### src/hdl/ngdp_pkg.sv
package ngdp_pkg;

    localparam int DIGITS = 16;
    localparam int DIG_W  = 4;
    localparam int NUM_W  = DIGITS * DIG_W;
    localparam int IDX_W  = $clog2(DIGITS);

    localparam logic [DIG_W-1:0] BCD_MAX = DIG_W'(9);

    // Result of the digit scan, handed from the scan to the assembly logic
    typedef struct packed {
        logic             bad;   // some digit above nine
        logic             hit;   // pivot found
        logic [IDX_W-1:0] piv;   // pivot position
        logic [IDX_W-1:0] sw;    // swap partner position, below the pivot
    } t_scan;

endpackage

### src/hdl/ngdp_scan.sv
module ngdp_scan
    import ngdp_pkg::*;
(
    input  logic [NUM_W-1:0] i_number,
    output t_scan            o_scan
);

    logic [DIGITS-1:0] w_nz;
    logic [DIGITS-1:0] w_above;
    logic [DIGITS-1:0] w_cand;
    logic [DIGITS-1:0] w_gt;
    logic [DIGITS-1:0] w_big;
    logic [IDX_W-1:0]  w_piv;
    logic [IDX_W-1:0]  w_sw;
    logic [DIG_W-1:0]  w_dp;

    genvar g;
    generate
        for (g = 0; g < DIGITS; g++) begin : g_dig
            assign w_nz[g]    = i_number[g*DIG_W +: DIG_W] != '0;
            assign w_big[g]   = i_number[g*DIG_W +: DIG_W] > BCD_MAX;
            // digit g lies inside the number when it or any higher digit is nonzero
            assign w_above[g] = |(w_nz >> g);
            if (g == 0) begin : g_low
                assign w_cand[g] = 1'b0;
            end else begin : g_up
                assign w_cand[g] = w_above[g] &&
                    (i_number[g*DIG_W +: DIG_W] < i_number[(g-1)*DIG_W +: DIG_W]);
            end
            assign w_gt[g] = (IDX_W'(g) < w_piv) && (i_number[g*DIG_W +: DIG_W] > w_dp);
        end
    endgenerate

    // lowest candidate wins
    always_comb begin
        w_piv = '0;
        for (int i = DIGITS - 1; i > 0; i--) begin
            if (w_cand[i]) begin
                w_piv = IDX_W'(i);
            end
        end
    end

    assign w_dp = i_number[w_piv*DIG_W +: DIG_W];

    // digits below the pivot rise toward it: first larger one is the smallest larger
    always_comb begin
        w_sw = '0;
        for (int i = DIGITS - 1; i >= 0; i--) begin
            if (w_gt[i]) begin
                w_sw = IDX_W'(i);
            end
        end
    end

    assign o_scan.bad = |w_big;
    assign o_scan.hit = |w_cand;
    assign o_scan.piv = w_piv;
    assign o_scan.sw  = w_sw;

endmodule

### src/hdl/ngdp_build.sv
module ngdp_build
    import ngdp_pkg::*;
(
    input  logic [NUM_W-1:0] i_number,
    input  t_scan            i_scan,
    output logic [NUM_W-1:0] o_next,
    output logic             o_found
);

    logic [DIG_W-1:0] w_dp;
    logic [DIG_W-1:0] w_ds;
    logic [NUM_W-1:0] w_built;

    assign w_dp = i_number[i_scan.piv*DIG_W +: DIG_W];
    assign w_ds = i_number[i_scan.sw*DIG_W +: DIG_W];

    // swap pivot with partner, then reverse the digits below the pivot
    always_comb begin
        logic [IDX_W-1:0] j;
        j       = '0;
        w_built = '0;
        for (int k = 0; k < DIGITS; k++) begin
            j = i_scan.piv - IDX_W'(1) - IDX_W'(k);
            if (IDX_W'(k) > i_scan.piv) begin
                w_built[k*DIG_W +: DIG_W] = i_number[k*DIG_W +: DIG_W];
            end else if (IDX_W'(k) == i_scan.piv) begin
                w_built[k*DIG_W +: DIG_W] = w_ds;
            end else if (j == i_scan.sw) begin
                w_built[k*DIG_W +: DIG_W] = w_dp;
            end else begin
                w_built[k*DIG_W +: DIG_W] = i_number[j*DIG_W +: DIG_W];
            end
        end
    end

    assign o_found = i_scan.hit && !i_scan.bad;
    assign o_next  = o_found ? w_built : '0;

endmodule

### src/hdl/next_greater_digit_permutation.sv
// Next greater digit permutation of a 16-digit packed BCD number. Each request
// on the slave stream carries one number (least significant digit in bits 3:0);
// the master stream returns the smallest larger number built from the same
// digits, with tuser high, or zero with tuser low when no larger arrangement
// exists, when the number has fewer than two significant digits, or when any
// digit is above nine. Leading zeros are not treated as digits. One request is
// taken every cycle while the master side does not stall; a request passes from
// the input register, where the single compare/select/reverse stage works on it,
// to the result register, which presents the result on the master side.
// Back-pressure on the master side stalls the pipe without losing or repeating
// results.
module next_greater_digit_permutation
    import ngdp_pkg::*;
(
    input  logic             i_clk,
    input  logic             i_rst_n,
    input  logic             s_axis_tvalid,
    output logic             s_axis_tready,
    input  logic [NUM_W-1:0] s_axis_tdata,   // [63:0] number_bcd
    output logic             m_axis_tvalid,
    input  logic             m_axis_tready,
    output logic [NUM_W-1:0] m_axis_tdata,   // [63:0] next_bcd
    output logic             m_axis_tuser    // [0] found
);

    // input stage
    logic             r_in_valid;
    logic             n_in_valid;
    logic [NUM_W-1:0] r_in_num;

    // result stage
    logic             r_out_valid;
    logic             n_out_valid;
    logic [NUM_W-1:0] r_out_next;
    logic             r_out_found;

    logic             w_out_free;
    logic             w_in_adv;
    logic             w_in_take;
    t_scan            w_scan;
    logic [NUM_W-1:0] w_next;
    logic             w_found;

    // result slot frees when empty or being taken this cycle
    assign w_out_free    = !r_out_valid || m_axis_tready;
    assign w_in_adv      = r_in_valid && w_out_free;
    assign s_axis_tready = !r_in_valid || w_out_free;
    assign w_in_take     = s_axis_tvalid && s_axis_tready;

    // find pivot and swap partner
    ngdp_scan u_scan (
        .i_number (r_in_num),
        .o_scan   (w_scan)
    );

    // assemble the permuted number
    ngdp_build u_build (
        .i_number (r_in_num),
        .i_scan   (w_scan),
        .o_next   (w_next),
        .o_found  (w_found)
    );

    always_comb begin
        n_in_valid  = r_in_valid;
        n_out_valid = r_out_valid;
        // refill input stage whenever it drains or is empty
        if (s_axis_tready) begin
            n_in_valid = s_axis_tvalid;
        end
        // advance into result stage, or hold a stalled result
        if (w_out_free) begin
            n_out_valid = r_in_valid;
        end
    end

    always_ff @(posedge i_clk) begin
        if (!i_rst_n) begin
            r_in_valid  <= 1'b0;
            r_out_valid <= 1'b0;
        end else begin
            r_in_valid  <= n_in_valid;
            r_out_valid <= n_out_valid;
        end
    end

    always_ff @(posedge i_clk) begin
        if (w_in_take) begin
            r_in_num <= s_axis_tdata;
        end
        if (w_in_adv) begin
            r_out_next  <= w_next;
            r_out_found <= w_found;
        end
    end

    assign m_axis_tvalid = r_out_valid;
    assign m_axis_tdata  = r_out_next;
    assign m_axis_tuser  = r_out_found;

endmodule

### config.mk
export PLATFORM = sky130hd
export DESIGN_NAME = next_greater_digit_permutation
export DESIGN_NICKNAME = d
export VERILOG_FILES = /design/src/hdl/ngdp_pkg.sv /design/src/hdl/ngdp_scan.sv /design/src/hdl/ngdp_build.sv /design/src/hdl/next_greater_digit_permutation.sv
export SDC_FILE = /design/constraint.sdc
export NUM_CORES = 1
export LEC_CHECK = 0
export ABC_AREA = 1
export CELL_PAD_IN_SITES_DETAIL_PLACEMENT = 0
export CELL_PAD_IN_SITES_GLOBAL_PLACEMENT = 2
export CORE_MARGIN = 5
export CORE_UTILIZATION = 34
export CTS_CLUSTER_DIAMETER = 40
export DETAILED_ROUTE_END_ITERATION = 12
export DONT_BUFFER_PORTS = 1
export PLACE_DENSITY_LB_ADDON = 0.1
export RECOVER_POWER = 50
export SYNTH_ARGS = -nofsm -noshare
export SYNTH_HDL_FRONTEND = slang
export SYNTH_SLANG_ARGS = --single-unit
### constraint.sdc
create_clock -name i_clk -period 17.59 [get_ports i_clk]
set_input_delay 2.6385 -clock i_clk [delete_from_list [all_inputs] [get_ports i_clk]]
set_output_delay 2.6385 -clock i_clk [all_outputs]
set_load 0.03 [all_outputs]
==> results.json <==
{
  "p_int_mw": 0.856,
  "cts.clk_slew.worst_paths_ns": 0.07,
  "core_um2": 42000,
  "synth_fp_nets": 2359,
  "synth_top_area_share": 0.268,
  "fill_cells": 4546,
  "crit_family": "simple AND/OR/NAND/NOR gates",
  "crit_required_ns": 17.80,
  "min_path_cells": 2,
  "p_clk_frac": 0.218,
  "power.density_nw_per_um2": 116,
  "regArea_um2": 3910,
  "row_count": 75,
  "wl_per_cell_um": 26.3,
  "drt_pass1_iterations": 5,
  "gp_congestion": 0.984,
  "overflow": 0,
  "ys_top_cells_by_area": "edfxtp_1 27%, nand2_1 17%, ha_1 10%",
  "clockRootBuffer": "clkbuf_16",
  "hold_buffers": 0,
  "violations": "capacitance limit, slew limit",
  "path_max_fanout": 81,
  "chipWidth_um": 216,
  "cp.depth": 48,
  "end_kind": "register",
  "antenna_found_initial": 3,
  "fin_skew_ns": 0.0200,
  "detail-route-antenna-nets": 0,
  "post-route-period-util": 0.542,
  "antenna_cells": 0,
  "critPathMostFrequentCell": "nand2_1",
  "avgViaCountPerCell": 5.60,
  "syn_area_per_cell_um2": 6.66,
  "grt_setup_unrepaired": "false",
  "cap_violations": 2,
  "clock_latency_ns": 0.50,
  "worst_pin_slew_ns": 3.04,
  "netlist_instances": 2172,
  "worst_slack_ns": 8.06,
  "finalNetCount": 2305,
  "hold_viol": 0,
  "cts.path.max_buffers": 2,
  "ios": 135,
  "hold-worst-slack_ns": 0.476,
  "cts_sinks": 131,
  "swShare": 0.521,
  "grt_max_degree": 82,
  "layout_commonest_cell": "nand2_1",
  "slew_violations": 68,
  "grt_pass1_vias": 14000,
  "r2r_cells": 48,
  "combPwrFrac": 0.560,
  "num_vias": 14900,
  "port_buffers": 0,
  "p_switching_mw": 0.931,
  "reg2reg_slack_ns": 8.06,
  "cts_tree": "yes",
  "crit_path_start_kind": "register",
  "leakagePower_nw": 7.30,
  "syn_to_final_growth_pct": 6.46,
  "cts_resized": 0,
  "vdd_drop_max_uv": 72.2,
  "slowest_stage": "edfxtp_1",
  "reg2reg_from": "r_in_num[59]$_DFFE_PP_",
  "yosys_register_bits": 131,
  "htree_levels": 4,
  "post_cts_buffers": 0,
  "dieHeight_um": 216,
  "dpl-instance-area_um2": 14800,
  "ys_warn_count": 0,
  "relSlewSlack": -1.03,
  "final_cell_area_um2": 15400,
  "grt_usage": 0.295,
  "hold_end": "m_axis_tvalid$_SDFFE_PN0P_",
  "rr_endpoint": "m_axis_tdata[0]$_SDFFCE_PN0P_",
  "synth.distinct_cells": 57,
  "dpl.hpwl_um": 54700,
  "min_from": "r_in_valid$_SDFFE_PN0N_",
  "fmax_mhz": 105,
  "most-common-layout-cells": "661 x nand2_1, 257 x nand3_1, 222 x o21ai_0, 210 x inv_1, 129 x edfxtp_1",
  "layout-drive-gt1-share": 0.0878,
  "syn_area_um2": 14500,
  "path_class": "register to register",
  "tns_ns": 0,
  "power_frac_seq": 0.222,
  "wl_um": 70300,
  "worst_hold_path_type": "register to register",
  "place_ws_ns": 8.22,
  "initial_core_util": 0.344,
  "drt_iter0_drc": 1456,
  "grt_pass1_wl_um": 99400,
  "die-area_um2": 46800,
  "cts_buffers": 17,
  "path_buf_inv": 8,
  "period_needed_ns": 9.53,
  "ys_seq_area_frac": 0.271,
  "max_stage_delay_ns": 0.64,
  "arrival_ns": 9.74,
  "route.detailed.drc": 0,
  "setup_viol": 0,
  "yosysTopAreaCell": "edfxtp_1",
  "multi_input_area_um2": 9140,
  "status": "finished with violations",
  "total_power_mw": 1.79
}
[state kept, by name (all words and copies together), names as in the netlist]
register / count
r_in_valid: 1
m_axis_tvalid: 1
r_in_num: 64
m_axis_tdata: 64
m_axis_tuser: 1
[power by group through the flow]
stage	clock, mW	combinational (mW)	sequential [mW]
global placement	0	0.983	0.402
floorplan	0	0.698	0.382
detailed placement	0	0.981	0.401
global route	0.416	1.10	0.397
finish	0.389	1.00	0.397
CTS	0.401	0.984	0.395
[layer usage]
layer / track usage / share of wire / vias to the layer above
met4: 0.114 / 0.036 / 4
li1: - / - / 7149
met3: 0.0888 / 0.083 / 128
met1: 0.396 / 0.45 / 7035
met2: 0.448 / 0.43 / 625
met5: 0 / 0.00033 / -
[cell type report]
cell class                      instances  share of cell area
Clock buffer                           17              0.0276
Timing Repair Buffer                   13             0.00609
Multi-Input combinational cell       1705               0.594
Inverter                              250              0.0613
Clock inverter                         15              0.0132
Tap cell                              539              0.0438
Sequential cell                       131               0.254
[worst max-delay path by stage]
| stage | start | endpoint | slack (ns) |
|---|---|---|---|
| after floorplan | m_axis_tready | m_axis_tdata[0]$_SDFFCE_PN0P_ | 11.24 |
| after global placement | r_in_num[59]$_DFFE_PP_ | m_axis_tdata[9]$_SDFFCE_PN0P_ | 8.23 |
| after detailed placement | r_in_num[59]$_DFFE_PP_ | m_axis_tdata[52]$_SDFFCE_PN0P_ | 8.22 |
| after CTS | r_in_num[59]$_DFFE_PP_ | m_axis_tdata[52]$_SDFFCE_PN0P_ | 8.20 |
| after global routing | r_in_num[59]$_DFFE_PP_ | m_axis_tdata[55]$_SDFFCE_PN0P_ | 7.23 |
| final | r_in_num[59]$_DFFE_PP_ | m_axis_tdata[0]$_SDFFCE_PN0P_ | 8.06 |
[Yosys cell counts (all sizes together)]
cell type	n
a32oi	3
a21boi	2
clkbuf	45
nor3	4
nor3b	1
and2	1
buf	41
and3	3
xor2	9
or2	3
ha	119
a21o	7
o211a	1
a21oi	135
clkinv	2
dfxtp	2
o211ai	14
o21bai	4
a221oi	2
nand2	706
nor2	132
or4	1
nor4	1
edfxtp	129
a211oi	1
mux2i	14
nand4	11
o22ai	6
inv	248
nand3	267
o21ai	252
a41oi	1
a31oi	5
[worst reg2reg max path: cells and delay by family (launching register included)]
family | cells | cell delay (ns)
compound gates | 8 | 1.18
fa+ha+maj | 2 | 0.74
flops | 1 | 0.64
buf+inv | 8 | 2.65
simple gates | 30 | 4.05
[cells by family after synthesis]
kind of cell | Yosys count | share of synthesized area
simple gates | 1130 | 0.347
compound gates | 433 | 0.164
buf+inv | 336 | 0.0973
flops | 131 | 0.271
fa+ha+maj | 119 | 0.103
mux | 14 | 0.00969
xor+xnor | 9 | 0.00882
[metrics by stage]
step,util,instances
final,0.366,2670
after global routing,0.366,2670
after CTS,0.367,2670
after detailed placement,0.352,2638
after global placement,0.352,2638
after floorplan,-,2172
(Power assumes the default switching activity.)
